===== config.mk =====
export PLATFORM = sky130hd
export DESIGN_NAME = fhp_seq
export DESIGN_NICKNAME = d
export VERILOG_FILES = /design/src/sv/fhp_pkg.sv /design/src/sv/fhp_seq.sv
export SDC_FILE = /design/constraint.sdc
export NUM_CORES = 1
export LEC_CHECK = 0
export BUFFER_PORTS_ARGS = -buffer_cell sky130_fd_sc_hd__buf_2
export CORE_UTILIZATION = 50
export DETAILED_ROUTE_END_ITERATION = 8
export PLACE_DENSITY = 0.69
export SLEW_MARGIN = 40
export SYNTH_ARGS = -nofsm -noshare
export SYNTH_HDL_FRONTEND = slang
export SYNTH_SLANG_ARGS = --single-unit

===== constraint.sdc =====
create_clock -name clk_i -period 2.88 [get_ports clk_i]
set_clock_uncertainty 0.05 [all_clocks]
set_input_delay 0.144 -clock clk_i [delete_from_list [all_inputs] [get_ports clk_i]]
set_output_delay 0.144 -clock clk_i [all_outputs]
set_load 0.05 [all_outputs]

===== src/sv/fhp_pkg.sv =====
// Shared constants, types and the color palette of the fire heat block.
`default_nettype none

package fhp_pkg;

  // Field size and geometry.
  localparam int unsigned Width    = 256;
  localparam int unsigned Rows     = 64;
  localparam int unsigned ColW     = $clog2(Width);
  localparam int unsigned RowW     = $clog2(Rows);
  localparam int unsigned Depth    = Width * Rows;
  localparam int unsigned AddrW    = RowW + ColW;
  localparam int unsigned HeatW    = 8;
  localparam int unsigned ColorW   = 32;
  localparam int unsigned NibW     = 4;
  localparam int unsigned ThrW     = 5;
  localparam int unsigned SumW     = HeatW + 2;
  localparam int unsigned ProdW    = 2 * SumW;

  // Configuration port.
  localparam int unsigned CfgIdxW  = 2;
  localparam int unsigned CfgDataW = 6;
  localparam logic [CfgIdxW-1:0] CfgHotThreshold = CfgIdxW'(0);
  localparam logic [CfgIdxW-1:0] CfgActiveRows   = CfgIdxW'(1);
  localparam logic [ThrW-1:0]    ThrReset        = ThrW'(9);
  localparam logic [RowW-1:0]    RowsReset       = RowW'(60);

  localparam logic [ColW-1:0]  ColLast = ColW'(Width - 1);
  localparam logic [HeatW-1:0] HeatMax = HeatW'(255);

  // Division by three as a multiply by 683 and a shift by 11, exact below 1024.
  localparam int unsigned Recip3      = 683;
  localparam int unsigned Recip3Shift = 11;

  // One word entering the pipeline.
  typedef struct packed {
    logic [RowW-1:0] row;
    logic [ColW-1:0] col;
    logic            hot;
    logic            cur_ok;
    logic            last;
  } fhp_item_t;

  // Write of a new heat value into the store.
  typedef struct packed {
    logic             we;
    logic [RowW-1:0]  row;
    logic [ColW-1:0]  col;
    logic [HeatW-1:0] data;
  } fhp_wr_t;

  // Fire palette: black to blue, to red, to yellow, to white.
  function automatic logic [ColorW-1:0] palette_color(input logic [HeatW-1:0] h);
    logic [7:0]        k;
    logic [ColorW-1:0] c;
    k = {3'b000, h[4:0]};
    case (h[7:5])
      3'd0:    c = {8'h00, 8'h00, 8'(k << 1), 8'h00};
      3'd1:    c = {8'(k << 3), 8'h00, 8'(8'd64 - 8'(k << 1)), 8'h00};
      3'd2:    c = {8'hFF, 8'(k << 3), 8'h00, 8'h00};
      3'd3:    c = {8'hFF, 8'hFF, 8'(k << 2), 8'h00};
      3'd4:    c = {8'hFF, 8'hFF, 8'(8'd64 + 8'(k << 2)), 8'h00};
      3'd5:    c = {8'hFF, 8'hFF, 8'(8'd128 + 8'(k << 2)), 8'h00};
      3'd6:    c = {8'hFF, 8'hFF, 8'(8'd192 + k), 8'h00};
      default: c = {8'hFF, 8'hFF, 8'(8'd224 + k), 8'h00};
    endcase
    return c;
  endfunction

endpackage

`default_nettype wire


===== src/sv/fhp_seq.sv =====
// Sequencer: configuration registers, row and column counters, store addresses.
`default_nettype none

module fhp_seq import fhp_pkg::*; (
  input  wire logic                clk_i,
  input  wire logic                rst_ni,
  input  wire logic                cfg_we_i,
  input  wire logic [CfgIdxW-1:0]  cfg_idx_i,
  input  wire logic [CfgDataW-1:0] cfg_data_i,
  input  wire logic                acc_i,
  input  wire logic [NibW-1:0]     nibble_i,
  input  wire fhp_wr_t             wr_i,
  output fhp_item_t                item_o,
  output logic      [AddrW-1:0]    cur_addr_o,
  output logic      [AddrW-1:0]    look_addr_o
);

  logic [ThrW-1:0]  thr_q;
  logic [RowW-1:0]  rows_q;
  logic [ColW-1:0]  col_q, col_d;
  logic [RowW-1:0]  row_q, row_d;
  logic [Rows-1:0]  row_ok_q;
  logic             row_end;

  // Configuration registers; unknown indexes are dropped.
  always_ff @(posedge clk_i or negedge rst_ni) begin
    if (!rst_ni) begin
      thr_q  <= ThrReset;
      rows_q <= RowsReset;
    end else if (cfg_we_i) begin
      case (cfg_idx_i)
        CfgHotThreshold: thr_q  <= cfg_data_i[ThrW-1:0];
        CfgActiveRows:   rows_q <= cfg_data_i[RowW-1:0];
        default: ;
      endcase
    end
  end

  // Position of the next word in the frame.
  assign row_end = (col_q == ColLast) && (row_q >= rows_q);

  always_comb begin
    col_d = col_q;
    row_d = row_q;
    if (acc_i) begin
      if (col_q == ColLast) begin
        col_d = '0;
        row_d = row_end ? '0 : row_q + RowW'(1);
      end else begin
        col_d = col_q + ColW'(1);
      end
    end
  end

  always_ff @(posedge clk_i or negedge rst_ni) begin
    if (!rst_ni) begin
      col_q <= '0;
      row_q <= '0;
    end else begin
      col_q <= col_d;
      row_q <= row_d;
    end
  end

  // A row counts as written once its last column has been stored; before that
  // its old values read as zero, which stands in for clearing the store.
  always_ff @(posedge clk_i or negedge rst_ni) begin
    if (!rst_ni) begin
      row_ok_q <= '0;
    end else if (wr_i.we && (wr_i.col == ColLast)) begin
      row_ok_q[wr_i.row] <= 1'b1;
    end
  end

  // Word descriptor handed to the pipeline.
  always_comb begin
    item_o.row    = row_q;
    item_o.col    = col_q;
    item_o.hot    = {1'b0, nibble_i} >= thr_q;
    item_o.cur_ok = row_ok_q[row_q];
    item_o.last   = row_end;
  end

  // The old cell itself, and the look-ahead cell of the row below. At the last
  // column the look-ahead fetches column zero of this row for the next row.
  assign cur_addr_o = {row_q, col_q};
  always_comb begin
    if (col_q == ColLast) begin
      look_addr_o = {row_q, ColW'(0)};
    end else begin
      look_addr_o = {row_q - RowW'(1), col_q + ColW'(1)};
    end
  end

`ifndef SYNTHESIS
  a_col_wrap: assert property (@(posedge clk_i) disable iff (!rst_ni)
    acc_i && (col_q == ColLast) |=> col_q == '0)
    else $error("column counter did not wrap at the end of a row");

  a_row_hold: assert property (@(posedge clk_i) disable iff (!rst_ni)
    acc_i && (col_q != ColLast) |=> row_q == $past(row_q))
    else $error("row counter moved inside a row");

  a_frame_wrap: assert property (@(posedge clk_i) disable iff (!rst_ni)
    acc_i && row_end |=> row_q == '0)
    else $error("row counter did not return to the bottom row at frame end");
`endif

endmodule

`default_nettype wire


# Yosys cells after proc, flatten, opt, wreduce, memory -nomap -nowiden
# Index checks and enable logic that the tools add are counted.
# word_totals
output_inout_bits	45
in_bits	39
elab_cells	31
reg_bits	89
# op_classes
n_eq_ne	3
bitwise	1
n_mux	7
reduce_logical	7
addsub	3
order_cmp	5
# ops
operator	count
OR 64 bit	1
equality test 8 bit (second input constant)	2
less-than comparator 6 x 7 -> 1 bit (second input constant)	2
2-to-1 mux 14 bit	1
adder 8 x 1 -> 8 bit (second input constant)	1
2-to-1 mux 8 bit	1
adder 6 x 1 -> 6 bit (second input constant)	1
binary-select mux 1 bit (select 6 bit)	1
demux 1 bit (select 6 bit)	1
greater-or-equal comparator 6 x 1 -> 1 bit (second input constant)	1
greater-or-equal comparator 6 bit	1
2-to-1 mux 6 bit	1
AND reduction 2 bit	3
subtractor 6 x 1 -> 6 bit (second input constant)	1
greater-or-equal comparator 4 x 5 -> 1 bit	1
logical AND 1 bit	3
equality test 2 x 1 -> 1 bit (second input constant)	1
logical NOT 2 bit	1
2-to-1 mux 1 bit	2

# Longest topological paths before layout
# Gate-level depths: netlist of the first run.
# depth
ltp_word	5
depth_mapped	10
ltp_nobuf	7

# Worst setup path before layout of the first run
# No wires, ideal clock.
# synth_timing
path_kind	register to output
from	register row_q[1]
to	output item_o[1] (netlist bit)
slack_ns	-0.092
n_path_buf	2
required_ns	2.686
arrival_ns	2.778
path_stages_with_launch	8
cell_sequence	dfrtp_1 -> buf_2 -> buf_2 -> mux4_2 -> nand2_1 -> nand2_1 -> o21ai_0 -> a311oi_1
# synth_rtl
item	line	rtl
from (decl)	fhp_seq.sv:21	logic [RowW-1:0] row_q, row_d;
from (signal assigned)	fhp_seq.sv:61	row_q <= row_d;
to (decl)	fhp_seq.sv:13	output fhp_item_t item_o,

==> flow_metrics.tcl, run 1 <==
set metrics [dict create \
    placed_cells 542 \
    cts.root.buffer_cell "clkbuf_8" \
    cts_setup_buffers 0 \
    worstPathRequired_ns 2.69 \
    synth_area_mm2 0.00451 \
    syn_to_final_growth_pct 15.8 \
    vias 3174 \
    wl_mm 9.41 \
    crit_path_end_kind "output pin" \
    ys_seq_area_share_pct 49.6 \
    drc 0 \
    grt_max_degree 46 \
    rows 34 \
    ant_nets 0 \
    initial_utilization_pct 51.7 \
    setup_violations 0 \
    finalHoldViolCount 0 \
    slew_violations 0 \
    hold_class "primary input to flip-flop" \
    clockBufferDepth 2 \
    io_pins 84 \
    die_h_um 97.0 \
    synthFlopType "dfrtp_1" \
    cts_htree_levels 3 \
    yosysTopAreaCellShare_pct 46.1 \
    design_area_mm2 0.00522 \
    fmax_mhz 364 \
    grt_pass1_wl_mm 15.5 \
    drive_above_1_share_pct 27.6 \
    dpl-instance-area_mm2 0.00490 \
    p_leak_nw 2.50 \
    fin_nets 504 \
    power_mw 3.42 \
    yosysWarnings 0 \
    cts.sinks 89 \
    grt_pass1_vias 3131 \
    whs_path_depth 4 \
    grt.total_usage_pct 20.9 \
    cp_max_fo 22 \
    clock_latency_ns 0.35 \
    viasPerCell 5.62 \
    worstPathArrival_ns 2.56 \
    async_flop_share_pct 100 \
    dr.pass1.iters 4 \
    rr_worst_depth 9 \
    numCtsBuffers 9 \
    setup_tns_ns 0 \
    rsz0062_at_grt "false" \
    syn_inst 382 \
    grt_antenna_before_repair 0 \
    synth_top_cell_by_area "dfrtp_1" \
    clk_pin_slew_ns 0.08 \
    wl_per_cell_um 16.7 \
    portBuffers 75 \
    timing.final.crit_period_ns 2.75 \
    synth_nets 434 \
    start_kind "flip-flop" \
    synth_seq_cells 89 \
    cts_tree "built" \
    synthTopCellsByArea "dfrtp_1 46%, o21bai_1 11%, mux4_1 7.0%" \
    num-fill-cells 714 \
    die-width_um 97.0 \
    syn_avg_cell_area_um2 11.8 \
    maxSlewHeadroom_pct 58.8 \
    stdcell_count 565 \
    finalCritPeriodShare_pct 95.5 \
    hold_slack_ns 0.0624 \
    first_iter_violations 157 \
    globalRoute.totalOverflow 0 \
    powerDensity_mw_per_mm2 654 \
    worstMarginPinSlew_ns 0.613 \
    ir_drop_v 0.000619 \
    synth_edf_count 0 \
    hpwl_mm 6.44 \
    gp_congestion 0.788 \
    diodes 0 \
    yosysUniqueCellTypes 41 \
    die_area_mm2 0.00940 \
    maxCapViolations 0 \
    worstSetupPathType "flip-flop to output pin" \
    status "finished, final reports clean" \
    coreArea_mm2 0.00872 \
]
==> flip-flops by register name, summed over array words and instances, names as in the netlist <==
| signal | flops |
|---|---|
| thr_q | 5 |
| row_q | 6 |
| rows_q | 6 |
| col_q | 8 |
| row_ok_q | 64 |
==> worst max-delay path: stages, from the launching register on <==
cell	delay [ns]
dfrtp_1	0.40
buf_12	0.20
mux4_1	0.57
mux2i_1	0.32
o21ai_0	0.13
a211oi_1	0.25
a311oi_2	0.08
buf_2	0.24
==> synth_stat cells, types with 2 or more instances <==
cell / count
o211ai_1: 5
inv_1: 16
nor3_1: 5
or3_1: 2
dfrtp_1: 83
clkbuf_1: 10
nor2b_1: 3
and3_1: 2
buf_2: 3
o21ai_0: 11
ha_1: 13
a21oi_1: 6
nand2_1: 35
and2_1: 4
a31oi_1: 2
mux2_2: 11
nor2_1: 11
nand3_1: 11
xor2_1: 5
mux2i_1: 5
nand2b_1: 3
xnor2_1: 7
nand4_1: 2
nand3b_1: 6
buf_6: 3
o21bai_1: 64
a21o_1: 4
mux4_2: 4
dfstp_2: 6
nor4_1: 3
mux4_1: 12
nor3b_1: 2
buf_4: 15
==> through the flow <==
| stage | worst slack (ns) | utilization, % |
|---|---|---|
| after floorplan | 0.130 | - |
| after global placement | 0.544 | 56.2 |
| after detailed placement | 0.525 | 56.2 |
| after CTS | 0.149 | 59.8 |
| after global routing | 0.0417 | 59.9 |
| final | 0.130 | 59.9 |
==> cells in the final DEF, fill, tap and decap left out, types with 6 or more instances in the layout <==
cell type / count
o21ai_0: 11
o21bai_1: 64
nand3b_1: 6
dfrtp_1: 83
dlygate4sd3_1: 7
nor2_1: 11
buf_4: 8
inv_1: 16
mux2_2: 11
nand3_1: 11
ha_1: 13
mux4_1: 12
dfstp_2: 6
clkbuf_8: 9
xnor2_1: 7
nand2_1: 35
buf_2: 74
==> layer usage <==
| metal | wire, µm | up-vias | track usage, % |
|---|---|---|---|
| li1 | - | 1495 | - |
| met4 | 121 | 0 | 5.17 |
| met5 | 0 | - | 0 |
| met1 | 4580 | 1594 | 29.4 |
| met2 | 4380 | 75 | 33.3 |
| met3 | 337 | 10 | 4.19 |
==> kinds of logic (layout without fill, tap and decap cells) <==
logic type | Yosys count | count (layout) | synth area share, %
adders and majority gates | 13 | 13 | 3.61
xor gates and xnor gates | 12 | 12 | 2.33
muxes | 33 | 33 | 13.2
DFF | 89 | 89 | 49.6
and+or+nand+nor | 91 | 91 | 9.91
AOI/OAI and AO/OA | 97 | 97 | 15.7
buffers and inverters | 47 | 122 | 5.75
==> final cells by class <==
type                    instances  area (µm²)  share of cell area, %
multi-input cells             246        2030                   38.9
repair buffers                 90         520                   9.97
flip-flops and latches         89        2230                   42.8
clock buffers                  10         128                   2.44
well taps                     108         135                   2.59
inverters                      16        60.1                   1.15
clock inverters                 6         115                   2.20
==> repair_timing <==
item	4_1_cts	5_1_grt
endpoints found under the hold margin	47	0
hold buffers	7	0
setup endpoints to repair	0	1
resized for setup	0	1
==> worst paths after layout <==
path                                     startpoint                        to  slack [ns]
max                            row_q[0]$_DFFE_PN0P_                 item_o[1]        0.13
min                                    cfg_idx_i[0]      thr_q[3]$_DFFE_PN1P_        0.06
max reg2reg                    row_q[0]$_DFFE_PN0P_      row_q[2]$_DFFE_PN0P_        0.60
min reg2reg                row_ok_q[20]$_DFFE_PN0P_  row_ok_q[20]$_DFFE_PN0P_        0.42
max in group asynchronous                    rst_ni  row_ok_q[19]$_DFFE_PN0P_        1.77
min in group asynchronous                    rst_ni      col_q[4]$_DFFE_PN0P_        0.28
==> power breakdown <==
part | switching (mW) | internal, mW | total, mW
clock network | 0.433 | 0.581 | 1.01
registers | 0.0796 | 1.33 | 1.41
logic | 0.737 | 0.252 | 0.989
No activity file was read; power rests on OpenSTA's default activity.
==> run 2, diff against run 1 <==
--- a/config.mk
+++ b/config.mk
@@ -8,5 +8,6 @@
 export BUFFER_PORTS_ARGS = -buffer_cell sky130_fd_sc_hd__buf_2
-export CORE_UTILIZATION = 50
+export CORE_UTILIZATION = 35
+export CTS_BUF_LIST = sky130_fd_sc_hd__clkbuf_16
 export DETAILED_ROUTE_END_ITERATION = 8
-export PLACE_DENSITY = 0.69
+export PLACE_DENSITY = 0.51
 export SLEW_MARGIN = 40
--- a/constraint.sdc
+++ b/constraint.sdc
@@ -4,2 +4,2 @@
 set_output_delay 0.144 -clock clk_i [all_outputs]
-set_load 0.05 [all_outputs]
+set_load 0.02 [all_outputs]
==> run 2 against run 1 <==
Worst setup slack improved by 0.10 ns. Global-route usage decreased by 4.0 points. Non-clock buffer count unchanged. Die area increased by 42%. Via count decreased by 1.0%. Sequential power about the same. Power decreased by 9.5%. Utilization decreased by 18 points. Count of clock-buffer cells in the layout decreased by 1. Design area increased by 1.7%. Sequential share of layout area decreased by 0.74 points. Wire length increased by 9.1%.
==> flow_metrics.tcl, run 2 (synthesis gave the netlist of run 1 again) <==
set metrics [dict create \
    dr.pass1.iters 4 \
    wl_mm 10.3 \
    critPathSlowestCell "mux4_1" \
    maxCapViolations 0 \
    slew_violations 0 \
    cp_max_fo 22 \
    coreArea_mm2 0.0126 \
    fin_nets 504 \
    cts.sinks 89 \
    power_mw 3.09 \
    maxSlewHeadroom_pct 57.7 \
    fmax_mhz 378 \
    final_cell_mix "83 x dfrtp_1, 74 x buf_2, 64 x o21bai_1" \
    die_area_mm2 0.0133 \
    r2r_slack_ns 0.67 \
    clk_pin_slew_ns 0.06 \
    io_pins 84 \
    worstPathRequired_ns 2.69 \
    regMostFlops "row_ok_q" \
    crit_path_end_kind "output pin" \
    cts_setup_buffers 0 \
    drc 0 \
    syn_to_final_growth_pct 17.9 \
    vias 3142 \
    hold_class "primary input to flip-flop" \
    timing.final.crit_period_ns 2.65 \
    first_iter_violations 148 \
    grt_max_degree 50 \
    ant_nets 0 \
    final_common_cell "dfrtp_1" \
    grt_pass1_wl_mm 16.5 \
    ir_drop_v 0.000341 \
    worstSetupPathType "flip-flop to output pin" \
    cts_htree_levels 3 \
    wl_per_cell_um 16.4 \
    rows 41 \
    grt_pass1_vias 3111 \
    top_regs "row_ok_q (64), col_q (8)" \
    viasPerCell 5.01 \
    initial_utilization_pct 35.9 \
    worstMarginPinSlew_ns 0.634 \
    start_kind "flip-flop" \
    cts.root.buffer_cell "clkbuf_16" \
    largest_reg_flops 64 \
    path_cells "buf_12, mux4_1, mux2i_1, nor2_1, a2111oi_4, a311oi_1, buf_2" \
    finalHoldViolCount 0 \
    rsz0062_at_grt "false" \
    worstPathArrival_ns 2.45 \
    portBuffers 75 \
    diodes 0 \
    cts_tree "built" \
    clock_latency_ns 0.34 \
    numCtsBuffers 9 \
    grt_antenna_before_repair 0 \
    status "finished, final reports clean" \
    setup_tns_ns 0 \
    die_h_um 115 \
    hpwl_mm 6.92 \
    finalCritPeriodShare_pct 91.9 \
    gp_congestion 0.725 \
    powerDensity_mw_per_mm2 582 \
    drive_above_1_share_pct 26.8 \
    grt.total_usage_pct 16.9 \
    globalRoute.totalOverflow 0 \
    clockBufferDepth 2 \
    slowest_delay_ns 0.57 \
    p_leak_nw 2.51 \
    die-width_um 115 \
    setup_violations 0 \
]
[run 2: cell types whose count changed in the layout (fill, tap and decap cells not counted), moves of 3 or more]
cell / before / now
bufinv_16: 3 / 0
clkbuf_8: 9 / 0
clkinv_2: 0 / 3
clkbuf_16: 0 / 9
[run 2: area by class of cell]
type	instances	area (µm²)
Multi-Input combinational cell	246	2020
Timing Repair Buffer	90	533
Tap cell	172	215
Fill cell	1212	7250
Sequential cell	89	2230
Clock buffer	9	225
Inverter	16	60.1
Clock inverter	5	26.3
[run 2: critical path, delay by kind of cell, from the launching register on]
family / cells / cell delay [ns]
AND/OR/NAND/NOR: 1 / 0.10
multiplexers: 2 / 0.78
buffers and inverters: 2 / 0.40
flip-flops: 1 / 0.39
AO/OA/AOI/OAI: 2 / 0.42
[run 2: worst paths after layout]
| path | from | endpoint | cells after the start |
|---|---|---|---|
| setup / recovery | row_q[0]$_DFFE_PN0P_ | item_o[1] | 7 |
| hold / removal | cfg_idx_i[0] | thr_q[3]$_DFFE_PN1P_ | 4 |
| setup reg to reg | row_q[0]$_DFFE_PN0P_ | row_q[4]$_DFFE_PN0P_ | 8 |
| hold reg to reg | row_ok_q[8]$_DFFE_PN0P_ | row_ok_q[8]$_DFFE_PN0P_ | 1 |
| max in group asynchronous | rst_ni | rows_q[4]$_DFFE_PN1P_ | 3 |
| min in group asynchronous | rst_ni | col_q[4]$_DFFE_PN0P_ | 2 |
[run 2: where the power goes]
| part | internal, mW | leakage (nW) | switching (mW) | total [mW] |
|---|---|---|---|---|
| Combinational | 0.249 | 1.20 | 0.401 | 0.650 |
| Clock | 0.566 | 0.128 | 0.461 | 1.03 |
| Sequential | 1.33 | 1.18 | 0.0791 | 1.41 |
| Total | 2.15 | 2.51 | 0.942 | 3.09 |
[run 2: what timing repair did]
item                      in CTS  in global routing
resized for setup              0                  0
hold buffers                   7                  0
hold endpoints to repair      57                  0
[run 2: through the flow]
step	std cells	utilization [%]	setup WS, ns	hold slack, ns	cell area (µm²)
3_5_place_dp	606	39.7	0.601	0.150	4990
3_3_place_gp	606	39.7	0.582	0.137	4990
4_1_cts	627	42.2	0.213	0.104	5310
6_report	627	42.3	0.233	0.0722	5310
5_1_grt	627	42.3	0.0201	0.121	5310
2_1_floorplan	382	-	0.369	-0.202	4510
[run 2: layer usage]
layer  share of wire (%)  track usage, %  vias to the layer above
li1                    -               -                     1506
met1                  48            22.7                     1542
met2                  45            26.5                       86
met3                 5.2            5.13                        8
met4                 1.3            4.68                        0
met5                   0               0                        -
