$ cat config.mk
export PLATFORM = sky130hd
export DESIGN_NAME = fhp_core_flat
export DESIGN_NICKNAME = d
export VERILOG_FILES = /design/src/sv/fhp_pkg.sv /design/src/sv/fhp_out_if.sv /design/src/sv/fhp_core.sv /design/src/flat_wrapper.sv
export SDC_FILE = /design/constraint.sdc
export NUM_CORES = 1
export LEC_CHECK = 0
export ABC_AREA = 1
export BUFFER_PORTS_ARGS = -buffer_cell sky130_fd_sc_hd__buf_2
export CORE_MARGIN = 3
export CORE_UTILIZATION = 30
export DETAILED_ROUTE_END_ITERATION = 10
export HOLD_SLACK_MARGIN = 0.1
export PLACE_DENSITY_LB_ADDON = 0.2
export SYNTH_ARGS = -nofsm -noshare
export SYNTH_HDL_FRONTEND = slang
export SYNTH_SLANG_ARGS = --single-unit
$ cat constraint.sdc
create_clock -name clk_i -period 13.7 [get_ports clk_i]
set_input_delay 1.37 -clock clk_i [delete_from_list [all_inputs] [get_ports clk_i]]
set_output_delay 1.37 -clock clk_i [all_outputs]
set_load 0.02 [all_outputs]
$ cat src/sv/fhp_pkg.sv
// Shared constants, types and the color palette of the fire heat block.
`default_nettype none

package fhp_pkg;

  // Field size and geometry.
  localparam int unsigned Width    = 256;
  localparam int unsigned Rows     = 64;
  localparam int unsigned ColW     = $clog2(Width);
  localparam int unsigned RowW     = $clog2(Rows);
  localparam int unsigned Depth    = Width * Rows;
  localparam int unsigned AddrW    = RowW + ColW;
  localparam int unsigned HeatW    = 8;
  localparam int unsigned ColorW   = 32;
  localparam int unsigned NibW     = 4;
  localparam int unsigned ThrW     = 5;
  localparam int unsigned SumW     = HeatW + 2;
  localparam int unsigned ProdW    = 2 * SumW;

  // Configuration port.
  localparam int unsigned CfgIdxW  = 2;
  localparam int unsigned CfgDataW = 6;
  localparam logic [CfgIdxW-1:0] CfgHotThreshold = CfgIdxW'(0);
  localparam logic [CfgIdxW-1:0] CfgActiveRows   = CfgIdxW'(1);
  localparam logic [ThrW-1:0]    ThrReset        = ThrW'(9);
  localparam logic [RowW-1:0]    RowsReset       = RowW'(60);

  localparam logic [ColW-1:0]  ColLast = ColW'(Width - 1);
  localparam logic [HeatW-1:0] HeatMax = HeatW'(255);

  // Division by three as a multiply by 683 and a shift by 11, exact below 1024.
  localparam int unsigned Recip3      = 683;
  localparam int unsigned Recip3Shift = 11;

  // One word entering the pipeline.
  typedef struct packed {
    logic [RowW-1:0] row;
    logic [ColW-1:0] col;
    logic            hot;
    logic            cur_ok;
    logic            last;
  } fhp_item_t;

  // Write of a new heat value into the store.
  typedef struct packed {
    logic             we;
    logic [RowW-1:0]  row;
    logic [ColW-1:0]  col;
    logic [HeatW-1:0] data;
  } fhp_wr_t;

  // Fire palette: black to blue, to red, to yellow, to white.
  function automatic logic [ColorW-1:0] palette_color(input logic [HeatW-1:0] h);
    logic [7:0]        k;
    logic [ColorW-1:0] c;
    k = {3'b000, h[4:0]};
    case (h[7:5])
      3'd0:    c = {8'h00, 8'h00, 8'(k << 1), 8'h00};
      3'd1:    c = {8'(k << 3), 8'h00, 8'(8'd64 - 8'(k << 1)), 8'h00};
      3'd2:    c = {8'hFF, 8'(k << 3), 8'h00, 8'h00};
      3'd3:    c = {8'hFF, 8'hFF, 8'(k << 2), 8'h00};
      3'd4:    c = {8'hFF, 8'hFF, 8'(8'd64 + 8'(k << 2)), 8'h00};
      3'd5:    c = {8'hFF, 8'hFF, 8'(8'd128 + 8'(k << 2)), 8'h00};
      3'd6:    c = {8'hFF, 8'hFF, 8'(8'd192 + k), 8'h00};
      default: c = {8'hFF, 8'hFF, 8'(8'd224 + k), 8'h00};
    endcase
    return c;
  endfunction

endpackage

`default_nettype wire

$ cat src/sv/fhp_out_if.sv
// Output channel carrying one updated cell per word.
`default_nettype none

interface fhp_out_if import fhp_pkg::*; ();
  logic              valid;
  logic              ready;
  logic [RowW-1:0]   cell_row;
  logic [ColW-1:0]   cell_column;
  logic [HeatW-1:0]  heat;
  logic [ColorW-1:0] pixel_color;
  logic              frame_last;

  modport source (output valid, output cell_row, output cell_column, output heat,
                  output pixel_color, output frame_last, input ready);
  modport sink (input valid, input cell_row, input cell_column, input heat,
                input pixel_color, input frame_last, output ready);
endinterface

`default_nettype wire

$ cat src/sv/fhp_core.sv
// Update pipeline: neighbor window and sum, divide and cool, palette, output.
`default_nettype none

module fhp_core import fhp_pkg::*; (
  input  wire logic             clk_i,
  input  wire logic             rst_ni,
  input  wire logic             in_valid_i,
  output logic                  in_ready_o,
  input  wire fhp_item_t        item_i,
  input  wire logic [HeatW-1:0] look_rd_i,
  input  wire logic [HeatW-1:0] cur_rd_i,
  output fhp_wr_t               wr_o,
  fhp_out_if.source             out_o
);

  logic rdy1, rdy2, rdy3, rdy_o;

  // Stage 1: store data arrives.
  logic             v1_q;
  fhp_item_t        it1_q;
  logic [HeatW-1:0] wa_q, wb_q;
  logic [HeatW-1:0] cur1;
  logic [SumW-1:0]  sum1;

  // Stage 2: divide, cool, seed.
  logic             v2_q;
  logic [SumW-1:0]  sum2_q;
  logic             border2_q;
  logic [RowW-1:0]  row2_q;
  logic [ColW-1:0]  col2_q;
  logic             hot2_q;
  logic             last2_q;
  logic [ProdW-1:0] prod2;
  logic [HeatW-1:0] quot2;
  logic [HeatW-1:0] heat2;

  // Stage 3: palette.
  logic             v3_q;
  logic [RowW-1:0]  row3_q;
  logic [ColW-1:0]  col3_q;
  logic [HeatW-1:0] heat3_q;
  logic             last3_q;

  // Output register.
  logic              vo_q;
  logic [RowW-1:0]   rowo_q;
  logic [ColW-1:0]   colo_q;
  logic [HeatW-1:0]  heato_q;
  logic [ColorW-1:0] coloro_q;
  logic              lasto_q;

  // A stage takes a new word when it is empty or its word moves on.
  assign rdy_o      = !vo_q || out_o.ready;
  assign rdy3       = !v3_q || rdy_o;
  assign rdy2       = !v2_q || rdy3;
  assign rdy1       = !v1_q || rdy2;
  assign in_ready_o = rdy1;

  always_ff @(posedge clk_i or negedge rst_ni) begin
    if (!rst_ni) begin
      v1_q <= 1'b0;
      v2_q <= 1'b0;
      v3_q <= 1'b0;
      vo_q <= 1'b0;
    end else begin
      if (rdy1) v1_q <= in_valid_i;
      if (rdy2) v2_q <= v1_q;
      if (rdy3) v3_q <= v2_q;
      if (rdy_o) vo_q <= v3_q;
    end
  end

  // Neighbor window over the row below: wa holds column c-1, wb column c, and
  // the look-ahead read brings column c+1. It shifts once per word.
  always_ff @(posedge clk_i) begin
    if (v1_q && rdy2) begin
      wa_q <= wb_q;
      wb_q <= look_rd_i;
    end
  end

  assign cur1 = it1_q.cur_ok ? cur_rd_i : '0;

  always_comb begin
    if (it1_q.col == '0) begin
      sum1 = SumW'(wb_q) + SumW'(look_rd_i) + SumW'(cur1);
    end else if (it1_q.col == ColLast) begin
      sum1 = SumW'(wb_q) + SumW'(wa_q) + SumW'(cur1);
    end else begin
      sum1 = SumW'(wb_q) + SumW'(wa_q) + SumW'(look_rd_i) + SumW'(cur1);
    end
  end

  // Border cells divide by three, inner cells by four; then cool by one if above one.
  assign prod2 = ProdW'(sum2_q) * ProdW'(Recip3);
  assign quot2 = border2_q ? HeatW'(prod2 >> Recip3Shift) : sum2_q[SumW-1:2];

  always_comb begin
    if (row2_q == '0) begin
      heat2 = hot2_q ? HeatMax : '0;
    end else if (quot2 > HeatW'(1)) begin
      heat2 = quot2 - HeatW'(1);
    end else begin
      heat2 = quot2;
    end
  end

  // Store the new heat as the word leaves stage 2.
  always_comb begin
    wr_o.we   = v2_q && rdy3;
    wr_o.row  = row2_q;
    wr_o.col  = col2_q;
    wr_o.data = heat2;
  end

  // Payload registers.
  always_ff @(posedge clk_i) begin
    if (rdy1) begin
      it1_q <= item_i;
    end
    if (rdy2) begin
      sum2_q    <= sum1;
      border2_q <= (it1_q.col == '0) || (it1_q.col == ColLast);
      row2_q    <= it1_q.row;
      col2_q    <= it1_q.col;
      hot2_q    <= it1_q.hot;
      last2_q   <= it1_q.last;
    end
    if (rdy3) begin
      row3_q  <= row2_q;
      col3_q  <= col2_q;
      heat3_q <= heat2;
      last3_q <= last2_q;
    end
    if (rdy_o) begin
      rowo_q   <= row3_q;
      colo_q   <= col3_q;
      heato_q  <= heat3_q;
      coloro_q <= palette_color(heat3_q);
      lasto_q  <= last3_q;
    end
  end

  assign out_o.valid       = vo_q;
  assign out_o.cell_row    = rowo_q;
  assign out_o.cell_column = colo_q;
  assign out_o.heat        = heato_q;
  assign out_o.pixel_color = coloro_q;
  assign out_o.frame_last  = lasto_q;

`ifndef SYNTHESIS
  a_last_col: assert property (@(posedge clk_i) disable iff (!rst_ni)
    vo_q && lasto_q |-> colo_q == ColLast)
    else $error("frame end flagged away from the last column");

  a_seed_heat: assert property (@(posedge clk_i) disable iff (!rst_ni)
    vo_q && (rowo_q == '0) |-> (heato_q == '0) || (heato_q == HeatMax))
    else $error("seeded bottom cell is neither cold nor hot");

  a_cooled: assert property (@(posedge clk_i) disable iff (!rst_ni)
    vo_q && (rowo_q != '0) |-> heato_q != HeatMax)
    else $error("propagated cell was not cooled");
`endif

endmodule

`default_nettype wire

$ cat src/flat_wrapper.sv
// flat-port wrapper written by rule: the top's interface ports become plain ports
module fhp_core_flat import fhp_pkg::*;
  (clk_i, rst_ni, in_valid_i, in_ready_o, item_i, look_rd_i, cur_rd_i, wr_o, out_o_valid, out_o_cell_row, out_o_cell_column, out_o_heat, out_o_pixel_color, out_o_frame_last, out_o_ready);
  fhp_out_if out_o_i ();
  input  wire logic clk_i;
  input  wire logic rst_ni;
  input  wire logic in_valid_i;
  output logic in_ready_o;
  input  wire fhp_item_t item_i;
  input  wire logic [HeatW-1:0] look_rd_i;
  input  wire logic [HeatW-1:0] cur_rd_i;
  output fhp_wr_t wr_o;
  output wire logic [$bits(out_o_i.valid)-1:0] out_o_valid;
  output wire logic [$bits(out_o_i.cell_row)-1:0] out_o_cell_row;
  output wire logic [$bits(out_o_i.cell_column)-1:0] out_o_cell_column;
  output wire logic [$bits(out_o_i.heat)-1:0] out_o_heat;
  output wire logic [$bits(out_o_i.pixel_color)-1:0] out_o_pixel_color;
  output wire logic [$bits(out_o_i.frame_last)-1:0] out_o_frame_last;
  input wire logic [$bits(out_o_i.ready)-1:0] out_o_ready;
  assign out_o_valid = out_o_i.valid;
  assign out_o_cell_row = out_o_i.cell_row;
  assign out_o_cell_column = out_o_i.cell_column;
  assign out_o_heat = out_o_i.heat;
  assign out_o_pixel_color = out_o_i.pixel_color;
  assign out_o_frame_last = out_o_i.frame_last;
  assign out_o_i.ready = out_o_ready;
  fhp_core u_core (.clk_i(clk_i), .rst_ni(rst_ni), .in_valid_i(in_valid_i), .in_ready_o(in_ready_o), .item_i(item_i), .look_rd_i(look_rd_i), .cur_rd_i(cur_rd_i), .wr_o(wr_o), .out_o(out_o_i));
endmodule
Yosys cells after proc, flatten, opt, wreduce, memory -nomap -nowiden. Index checks and enable logic that the tools add are counted.

Input port bits: 37. Output and inout port bits: 80. Word-level logic and storage cells: 69. Register bits after elaboration: 142.

Equal/unequal tests: 7. Add/sub/neg operators: 12. Multiplexer cells: 8. $lt $le $gt $ge: 1. Multipliers: 1. Reductions and logical operators: 14.

Operators by type and width (count): 32-bit case mux with 7 select lines (1); 10-bit by 8-bit adder with 10-bit output (4); 8-bit two-way mux (5); 10-bit two-way mux (2); 10-bit by 10-bit multiplier with 19-bit output (second input constant) (1); 8-bit by 8-bit adder with 9-bit output (2); 3-bit equality test (second input constant) (3); 7-bit by 6-bit adder with 8-bit output (first input constant) (1); 7-bit by 7-bit adder with 8-bit output (first input constant) (1); 8-bit by 7-bit adder with 8-bit output (first input constant) (1); 8-bit equality test (second input constant) (1); 8-bit by 1-bit > comparator with 1-bit output (second input constant) (1); 8-bit zero test (1); 7-bit by 6-bit subtractor with 8-bit output (first input constant) (1); 8-bit by 1-bit subtractor with 8-bit output (second input constant) (1); 6-bit by 6-bit adder with 7-bit output (first input constant) (1); 3-bit by 2-bit equality test with 1-bit output (second input constant) (2); 6-bit zero test (1); 1-bit logical OR (5); 1-bit zero test (4); 3-bit by 1-bit equality test with 1-bit output (second input constant) (1); 3-bit zero test (1); 1-bit logical AND (2).

Longest topological paths before layout. Gate-level depths: netlist of run 1.

Depth in word-level cells: 5. Gate-level depth with buffers: 29. Gate-level depth less buffers: 29.

Worst setup path before layout of run 1. OpenSTA, ideal clock, no wires.

Path kind: reg2out. From: register u_core.sum2_q[7]. To: output port wr_o[7] in the netlist's numbering. Stages on the path, launching flop included: 30. Data required time: 12330 ps. Data arrival time: 4764 ps. Buffers on the path: 0. Setup slack: 7566 ps. Cells stage by stage: edfxtp_1 -> ha_1 -> ha_1 -> inv_1 -> fa_1 -> inv_1 -> fa_1 -> inv_1 -> fa_1 -> inv_1 -> ha_1 -> nand2_1 -> inv_1 -> nand2_1 -> inv_1 -> nand2_1 -> nand2_1 -> nand2_1 -> nand3_1 -> nand2_1 -> inv_1 -> ha_1 -> or2_2 -> nand3_1 -> nor2_4 -> nand3_4 -> nand2_2 -> inv_2 -> nand2_1 -> nand2_1.

RTL lines: from (decl) (RTL line fhp_core.sv:27) `logic [SumW-1:0] sum2_q;`; from (signal assigned) (RTL line fhp_core.sv:122) `sum2_q <= sum1;`; to (decl) (RTL line flat_wrapper.sv:12) `output fhp_wr_t wr_o;`.

==> results of run 1 <==
==> area by class of cell <==
type	count	area (µm²)
clock buffer	17	425
clock inverter	15	184
fill	3027	18600
inverter	194	728
multi-input combinational	628	4330
sequential	130	3880
tap	384	480
timing repair buffer	110	556
==> state kept, by name, indices dropped and copies added (netlist names), 8 cells and up <==
| name | cells |
|---|---|
| u_core.wb_q | 8 |
| u_core.col2_q | 8 |
| u_core.col3_q | 8 |
| u_core.wa_q | 8 |
| u_core.it1_q | 17 |
| u_core.out_o.cell_column | 8 |
| u_core.sum2_q | 10 |
| u_core.out_o.pixel_color | 20 |
| u_core.out_o.heat | 8 |
| u_core.heat3_q | 8 |
==> routing by layer <==
metal  global-route usage [%]  up-vias  share of wire (%)
met5                        0        -                  0
met4                     3.16        0                1.2
met1                     16.1     3045                 45
met3                     2.53       18                3.9
li1                         -     3368                  -
met2                     21.7      109                 50
==> cells in the final DEF (no fill, tap or decap), drive strengths merged, types with 2 or more instances in the layout <==
cell	n
a21oi	44
a31oi	6
and2	2
and3	2
buf	110
bufinv	2
clkbuf	17
clkinvlp	2
conb	8
dfrtp	4
edfxtp	126
fa	34
ha	101
inv	204
nand2	233
nand3	52
nand3b	3
nand4	6
nor2	44
nor3	4
nor4	4
o211ai	2
o21ai	36
o21bai	4
o221ai	3
o22ai	2
or2	7
xnor2	11
xor2	15
==> worst max-delay path, stage by stage (launching register included) <==
cell and delay, ps:
edfxtp_1 500, ha_1 340, ha_1 350, fa_1 540, inv_1 50, fa_1 470, fa_1 510, inv_1 40
ha_1 300, nand2_1 90, nor2_1 260, nand3_1 180, nand4_1 160, nand3_1 80, nand2_1 150, inv_1 80
ha_1 170, or2_2 270, nand3_1 120, nor2_4 70, nand3_4 120, nand2_2 60, inv_2 60, nand2_1 40
nand2_1 70, buf_2 180
==> how the worst min path moves through the flow <==
stage / end / slack, ps / depth (start not counted)
global placement: u_core.last3_q / 400 / 0
floorplan: u_core.hot2_q / 400 / 0
global route: u_core.row2_q[3] / 420 / 0
finish: u_core.row2_q[0] / 410 / 0
detailed placement: u_core.out_o.cell_column[2] / 400 / 0
CTS: u_core.out_o.cell_row[1] / 420 / 0
==> stage by stage <==
stage          setup slack, ps  cell area (µm²)  hold WS (ps)  utilization [%]
6_report                  6660            10600           410             36.3
5_1_grt                   6290            10600           418             36.3
3_3_place_gp              7100             9970           400             34.2
4_1_cts                   6620            10600           416             36.3
3_5_place_dp              7040             9970           405             34.2
2_1_floorplan             7570             9040           400                -
==> synthesized netlist by cell type, types with 3 or more instances <==
library cell / number / area, µm²
ha_1: 101 / 1260
nand3b_1: 3 / 22.5
nand2_2: 9 / 56.3
inv_1: 193 / 724
o21ai_0: 35 / 175
dfrtp_1: 4 / 100
a21oi_1: 44 / 220
o21bai_1: 4 / 30.0
nand3_1: 49 / 245
xnor2_1: 11 / 96.3
nor2_4: 3 / 33.8
clkbuf_1: 3 / 11.3
o221ai_1: 3 / 26.3
buf_4: 12 / 90.1
a31oi_1: 6 / 37.5
or2_2: 7 / 43.8
nand2_1: 224 / 841
nor2_1: 39 / 146
nand4_1: 6 / 37.5
nor4_1: 4 / 25.0
xor2_1: 15 / 131
edfxtp_1: 126 / 3780
fa_1: 34 / 681
==> logic make-up (layout without fill, tap and decap cells) <==
| logic type | after synthesis | count (layout) | share of synthesized area [%] |
|---|---|---|---|
| simple gates | 357 | 357 | 17.3 |
| xor+xnor | 26 | 26 | 2.53 |
| compound gates | 102 | 102 | 6.23 |
| fa+ha+maj | 135 | 135 | 21.6 |
| other cells | 1 | 8 | 0.0416 |
| flops | 130 | 130 | 43.1 |
| buf+inv | 211 | 336 | 9.31 |
==> results_dict.tcl, run 1 <==
set metrics [dict create \
    hold_path_class "reg -> reg" \
    crit_start "u_core.sum2_q[6]" \
    worst_pin_slew_ps 1120 \
    cts_max_path_buffers 2 \
    die_width_um 179 \
    fin_cells 1478 \
    finalSetupTns_ps 0 \
    via_per_inst 4.42 \
    cts_buffers 17 \
    cts_tree "done" \
    r2r-end "u_core.heat3_q[1]" \
    core-area_mm2 0.0292 \
    grt_overflow 0 \
    clk_latency_ps 420 \
    gp_congestion 0.854 \
    synth_cell_types 41 \
    wl_per_cell_um 13.5 \
    setup.worst_path.class "reg -> out" \
    setup.worst_path.end "wr_o[6]" \
    timing.fmax_mhz 142 \
    place_inst 1446 \
    ant_nets 0 \
    antenna_found_initial 0 \
    die_h_um 179 \
    hpwlAfterDp_um 16400 \
    r2r_setup_slack_ps 8410 \
    worstSetupStartpointType "register" \
    antenna_cells 0 \
    num_rows 62 \
    setup_viol 0 \
    slew_violations 0 \
    drv_cap 0 \
    ys_seq_area_share_pct 43.1 \
    hold_path_startpoint "u_core.it1_q[11]" \
    period_needed_ps 7040 \
    worstPathRequired_ps 12330 \
    postCtsResizedCells 0 \
    grt_pass1_wl_um 32100 \
    ctsHtreeMaxLevel 4 \
    cp.arrival_ps 5670 \
    slew_headroom_pct 25.6 \
    ys_async_sr_fraction_pct 3.08 \
    syn_area_per_cell_um2 9.37 \
    finalHoldViolCount 0 \
    status "completed" \
    gr-usage-all-layers_pct 12.6 \
    cts.root.buffer_cell "clkbuf_16" \
    grt_max_degree 46 \
    endpoint_kind "output pin" \
    fin_worst_skew_ps 14.0 \
    portBuffers 108 \
    rsz0062_at_grt "no" \
    initial_core_util_pct 30.9 \
    synth_ff_type "edfxtp_1" \
    layout.nets 1253 \
    synth_warnings 0 \
    rr_startpoint "u_core.sum2_q[6]" \
    numClockSinks 130 \
    first_pass_iters 4 \
    postCtsSetupRepairBufs 0 \
    routed_wl_um 19900 \
    syn_inst 962 \
    ios 117 \
    drc_errors 0 \
    drt-initial-drc-count 284 \
    clk_pin_slew_ps 60 \
    mappedNetlistArea_mm2 0.00902 \
    drive_above_1_share_pct 15.5 \
    cp_max_fo 7 \
    die_area_mm2 0.0322 \
    ctsHoldBuffers 0 \
    area_delta_synth_final_pct 17.4 \
    grt_pass1_vias 6419 \
    vias 6540 \
    r2r_cells 23 \
    synth-edff-count 126 \
    synth-seq-cells 130 \
    fin_crit_sh_pct 51.4 \
]
Power of run 1 is not shown: default switching activity piles up to over one toggle a cycle in this logic, so the estimate is an artifact.
==> run 2, diff against run 1 <==
--- a/config.mk
+++ b/config.mk
@@ -5,7 +5,7 @@
 export SDC_FILE = /design/constraint.sdc
 export NUM_CORES = 1
 export LEC_CHECK = 0
-export ABC_AREA = 1
+export ABC_AREA = 0
 export BUFFER_PORTS_ARGS = -buffer_cell sky130_fd_sc_hd__buf_2
 export CORE_MARGIN = 3
 export CORE_UTILIZATION = 30
==> constraint.sdc (replaced) <==
create_clock -name clk_i -period 5.8 [get_ports clk_i]
set_input_delay 0.58 -clock clk_i [delete_from_list [all_inputs] [get_ports clk_i]]
set_output_delay 0.58 -clock clk_i [all_outputs]
set_load 0.02 [all_outputs]
==> run 2 against run 1 <==
The flow now finishes with violations (setup timing); worst setup slack lost 6800 ps; flip-flop and latch count is the same; design area grew 2.6%; register-to-register slack lost 7700 ps; area after synthesis shrank 5.3%; die area shrank 5.2%; final cell count shrank 13%; first-iteration DRC count shrank 25%; non-clock buffer count grew 48; clock-buffer cell count grew 2; global-route usage shrank 0.12 points; via count shrank 13%; highest routed layer unchanged.
==> results_dict.tcl, run 2 <==
set metrics [dict create \
    status "finished with violations" \
    violations "setup timing" \
    vias 5673 \
    ant_nets 0 \
    drv_cap 0 \
    timing.fmax_mhz 167 \
    area_delta_synth_final_pct 27.3 \
    drive_above_1_share_pct 28.3 \
    synth_compound_area_share_pct 12.4 \
    cts_max_path_buffers 2 \
    portBuffers 108 \
    place_inst 1231 \
    synthTopCellsByArea "edfxtp_1 (44%), ha_1 (15%), fa_1 (8.0%), inv_1 (4.8%), xnor2_1 (3.6%)" \
    first_pass_iters 4 \
    worst_pin_slew_ps 1090 \
    setup_viol 8 \
    synthMostInstantiatedCell "edfxtp_1" \
    fill_cells 2744 \
    fin_cells 1281 \
    setup.worst_path.class "reg -> out" \
    synth_common_cells "edfxtp_1 (126), inv_1 (110), ha_1 (101)" \
    drt-initial-drc-count 212 \
    core-area_mm2 0.0279 \
    synth_warnings 0 \
    finalHoldViolCount 0 \
    syn_area_per_cell_um2 11.7 \
    synth.area.mux_share_pct 0.997 \
    worstSetupStartpointType "register" \
    ios 117 \
    grt_max_degree 44 \
    synth-seq-cells 130 \
    grt_pass1_wl_um 30400 \
    cts.root.buffer_cell "clkbuf_16" \
    synthSimpleGateAreaFrac_pct 7.11 \
    routed_wl_um 18500 \
    mostFrequentLayoutCells "edfxtp_1 (126), inv_1 (103), buf_2 (101)" \
    clk_latency_ps 410 \
    die_width_um 175 \
    cp_slowest_cell "fa_1" \
    layout_commonest_cell "edfxtp_1" \
    holdPathEnd "u_core.it1_q[10]" \
    timing.final.ws_setup_ps -172 \
    layout.nets 1062 \
    via_per_inst 4.43 \
    dpl_cell_area_mm2 0.00969 \
    cp_num_buf_inv 4 \
    synth_xor_area_share_pct 4.72 \
    num_rows 61 \
    stdcell_area_mm2 0.0109 \
    grt_overflow 0 \
    synth_top_family_by_area "adder cells" \
    synth_top_area_share_pct 44.3 \
    cp.arrival_ps 5390 \
    largest_reg_flops 20 \
    crit_top_cell "ha_4" \
    period_needed_ps 5970 \
    antenna_cells 0 \
    worstPathRequired_ps 5220 \
    grt_pass1_vias 5865 \
    hold_path_class "in -> reg" \
    cts_buffers 17 \
    synth-edff-count 126 \
    initial_core_util_pct 30.6 \
    r2r-end "u_core.heat3_q[3]" \
    hold_path_startpoint "item_i[10]" \
    synthAdderAreaFrac_pct 22.8 \
    antenna_found_initial 0 \
    slowest_delay_ps 560 \
    crit_path_cell_trace "ha_4 > inv_2 > fa_1 > fa_1 > inv_1 > fa_1 > ha_4 > ha_4 > nand4_1 > nor2_1 > a2111oi_2 > xnor2_1 > mux2_4 > inv_6 > ha_4 > o21a_1 > nand4_4 > o311ai_4 > buf_6" \
    die_h_um 175 \
    cp_max_fo 7 \
    ys_seq_area_share_pct 45.5 \
    gr-usage-all-layers_pct 12.4 \
    slew_headroom_pct 27.5 \
    place_ws_ps -124 \
    wl_per_cell_um 14.4 \
    die_area_mm2 0.0305 \
    min_path_cells 1 \
    numClockSinks 130 \
    clk_pin_slew_ps 60 \
    gp_congestion 0.773 \
    rsz0062_at_grt "yes" \
    endpoint_kind "output pin" \
    hpwlAfterDp_um 14600 \
    fin_crit_sh_pct 103 \
    synth_top_area_cell "edfxtp_1" \
    rr_startpoint "u_core.sum2_q[3]" \
    ctsHtreeMaxLevel 4 \
    cpLargestDelayFamily "adder cells" \
    mappedNetlistArea_mm2 0.00854 \
    fin_worst_skew_ps 9.02 \
    ys_async_sr_fraction_pct 3.08 \
    drc_errors 0 \
    synth_ff_type "edfxtp_1" \
    r2r_cells 19 \
    synth_cell_types 66 \
    syn_inst 728 \
    r2r_setup_slack_ps 690 \
    cts_tree "done" \
    slew_violations 0 \
]
==> run 2: cell count changes after synthesis, moves of 10 or more <==
| cell | change |
|---|---|
| o21ai_0 | -10 |
| inv_1 | -83 |
| nor2_1 | -11 |
| nand3_1 | -42 |
| a21o_1 | +11 |
| nand2_1 | -189 |
| o21bai_1 | +13 |
| xnor2_1 | +24 |
| nand2b_1 | +12 |
==> run 2: per-layer routing <==
layer  wire length, µm  global-route usage (%)  share of wire (%)  up-vias
li1                  -                       -                  -     2893
met4               172                    3.22               0.93        0
met5                 0                       0                  0        -
met2              9570                    22.4                 52       87
met1              8160                    15.5                 44     2680
met3               552                    2.06                3.0       13
==> run 2: how the worst max path moves through the flow <==
stage | start | to | slack (ps) | depth (start not counted)
2_1_floorplan | u_core.sum2_q[7] | wr_o[0] | 130 | 21
3_3_place_gp | u_core.sum2_q[5] | wr_o[5] | -80 | 22
3_5_place_dp | u_core.sum2_q[6] | wr_o[1] | -120 | 19
4_1_cts | u_core.sum2_q[3] | wr_o[0] | -180 | 20
5_1_grt | u_core.sum2_q[2] | wr_o[0] | -400 | 20
6_report | u_core.sum2_q[2] | wr_o[1] | -170 | 19
==> run 2: what timing repair did <==
item,CTS,global route
hold buffers,1,0
setup buffers,9,8
resized for setup,55,21
pin swaps,30,37
endpoints found under the setup margin,8,8
gates cloned,0,0
endpoints found under the hold margin,4,0
==> run 2: layout make-up <==
cell class                      instances  area [µm²]  share of cell area (%)
Clock inverter                         13         161                    1.49
Timing Repair Buffer                  158         955                    8.79
Multi-Input combinational cell        473        4540                    41.8
Sequential cell                       130        3880                    35.8
Tap cell                              378         473                    4.35
Inverter                              110         418                    3.85
Clock buffer                           19         433                    3.99
==> run 2: cell families after synthesis <==
group	Yosys count
adders and majority gates	135
and+or+nand+nor	118
buffers and inverters	132
DFF	130
other	1
xor gates and xnor gates	46
muxes	8
AOI/OAI and AO/OA	158
==> run 2: through the flow <==
| step | hold WS [ps] | utilization [%] | setup TNS (ps) |
|---|---|---|---|
| 4_1_cts | 323 | 38.2 | -1070 |
| 3_5_place_dp | 394 | 34.7 | -289 |
| 6_report | 343 | 38.9 | -939 |
| 3_3_place_gp | 392 | 34.7 | -220 |
| 5_1_grt | 322 | 38.9 | -2780 |
| 2_1_floorplan | 284 | - | 0 |
Power of run 2 is left out for the same reason.
==> run 3, diff against run 2 <==
--- a/config.mk
+++ b/config.mk
@@ -11,7 +11,7 @@
 export CORE_UTILIZATION = 30
 export DETAILED_ROUTE_END_ITERATION = 10
 export HOLD_SLACK_MARGIN = 0.1
-export PLACE_DENSITY_LB_ADDON = 0.2
+export PLACE_DENSITY = 0.47
 export SYNTH_ARGS = -nofsm -noshare
 export SYNTH_HDL_FRONTEND = slang
 export SYNTH_SLANG_ARGS = --single-unit
==> run 3 against run 2 <==
The run still ends with setup timing left; register-to-register slack got worse by 40 ps; design area fell by 1.2%; worst setup slack better by 36 ps; critical path depth shrank 1; wire length grew 0.24%; die area did not move; critical path type unchanged.
==> results_dict.tcl, run 3 (synthesis gave the netlist of run 2 again) <==
set metrics [dict create \
    cts_max_path_buffers 2 \
    initial_core_util_pct 30.6 \
    cpLargestDelayFamily "adder cells" \
    wl_per_cell_um 14.5 \
    gp_congestion 0.794 \
    via_per_inst 4.47 \
    gr-usage-all-layers_pct 12.5 \
    violations "setup timing" \
    hpwlAfterDp_um 14700 \
    ios 117 \
    mostFrequentLayoutCells "edfxtp_1 (126), inv_1 (103), buf_2 (100)" \
    fin_cells 1275 \
    fin_crit_sh_pct 102 \
    portBuffers 108 \
    slew_headroom_pct 28.4 \
    finalHoldViolCount 0 \
    worstPathRequired_ps 5220 \
    worst_pin_slew_ps 1070 \
    largest_reg_flops 20 \
    antenna_cells 0 \
    crit_path_cell_trace "buf_6 > ha_4 > fa_1 > fa_1 > fa_1 > ha_1 > ha_1 > buf_4 > a21o_1 > o21bai_4 > a21o_1 > a21o_2 > a2111oi_4 > buf_4 > o21ai_1 > a31oi_1 > nor2_1 > buf_4" \
    ant_nets 0 \
    worstSetupStartpointType "register" \
    cp_num_buf_inv 4 \
    numClockSinks 130 \
    slowest_delay_ps 560 \
    layout_commonest_cell "edfxtp_1" \
    min_path_cells 1 \
    hold_path_startpoint "item_i[7]" \
    drive_above_1_share_pct 27.1 \
    status "finished with violations" \
    core-area_mm2 0.0279 \
    timing.final.ws_setup_ps -136 \
    num_rows 61 \
    r2r_cells 18 \
    drt-initial-drc-count 243 \
    layout.nets 1056 \
    clk_pin_slew_ps 60 \
    antenna_found_initial 0 \
    grt_overflow 0 \
    grt_max_degree 42 \
    die_area_mm2 0.0305 \
    rr_startpoint "u_core.sum2_q[3]" \
    r2r-end "u_core.heat3_q[3]" \
    cts_buffers 17 \
    drv_cap 0 \
    cp_slowest_cell "fa_1" \
    cp.arrival_ps 5360 \
    timing.fmax_mhz 168 \
    clk_latency_ps 410 \
    period_needed_ps 5940 \
    ctsHtreeMaxLevel 4 \
    setup.worst_path.class "reg -> out" \
    r2r_setup_slack_ps 650 \
    cts.root.buffer_cell "clkbuf_16" \
    endpoint_kind "output pin" \
    first_pass_iters 4 \
    setup_viol 8 \
    routed_wl_um 18500 \
    holdPathEnd "u_core.it1_q[7]" \
    place_inst 1230 \
    rsz0062_at_grt "yes" \
    place_ws_ps -132 \
    grt_pass1_vias 5953 \
    cts_tree "done" \
    slew_violations 0 \
    vias 5701 \
    die_h_um 175 \
    fin_worst_skew_ps 11.9 \
    drc_errors 0 \
    die_width_um 175 \
    grt_pass1_wl_um 30500 \
    area_delta_synth_final_pct 25.8 \
    cp_max_fo 5 \
    hold_path_class "in -> reg" \
]
run 3: cell types whose count changed in the layout (fill, tap and decap cells not counted), sizes merged:
cell,before,now
buf,157,151
bufinv,3,4
clkinv,6,5
clkinvlp,3,2
inv,111,112
run 3: per-stage QoR:
| step | hold WS [ps] | area, µm² | util [%] | TNS (ps) |
|---|---|---|---|---|
| final | 344 | 10700 | 38.4 | -923 |
| after global routing | 316 | 10700 | 38.4 | -3040 |
| after CTS | 317 | 10600 | 38.1 | -1370 |
| after detailed placement | 391 | 9680 | 34.6 | -450 |
| after global placement | 394 | 9680 | 34.6 | -357 |
| after floorplan | 284 | 8570 | - | 0 |
run 3: layout make-up:
cell class                      count  area, µm²
Inverter                          110        415
Tap cell                          378        473
Clock inverter                     13        184
Sequential cell                   130       3880
Fill cell                        2770      17200
Clock buffer                       19        433
Multi-Input combinational cell    473       4440
Timing Repair Buffer              152        905
run 3: worst max-delay path by stage:
stage	from	to	slack (ps)	depth (start not counted)
detailed placement	u_core.sum2_q[6]	wr_o[1]	-130	19
global route	u_core.sum2_q[7]	wr_o[3]	-430	21
CTS	u_core.sum2_q[7]	wr_o[0]	-210	22
finish	u_core.sum2_q[3]	wr_o[3]	-140	18
floorplan	u_core.sum2_q[7]	wr_o[0]	130	21
global placement	u_core.sum2_q[6]	wr_o[1]	-130	19
run 3: routing by layer:
layer	vias to the layer above	track usage, %	routed length (µm)
met2	116	23.2	9830
met5	-	0	0
li1	2879	-	-
met1	2688	15.1	7890
met4	0	2.99	153
met3	18	2.24	631
run 3: timing repair:
action,in CTS,in global routing
hold buffers,1,0
hold endpoints to repair,4,0
setup buffers,9,3
pin swaps,34,18
resized for setup,44,21
endpoints found under the setup margin,8,8
Power of run 3 is left out for the same reason.
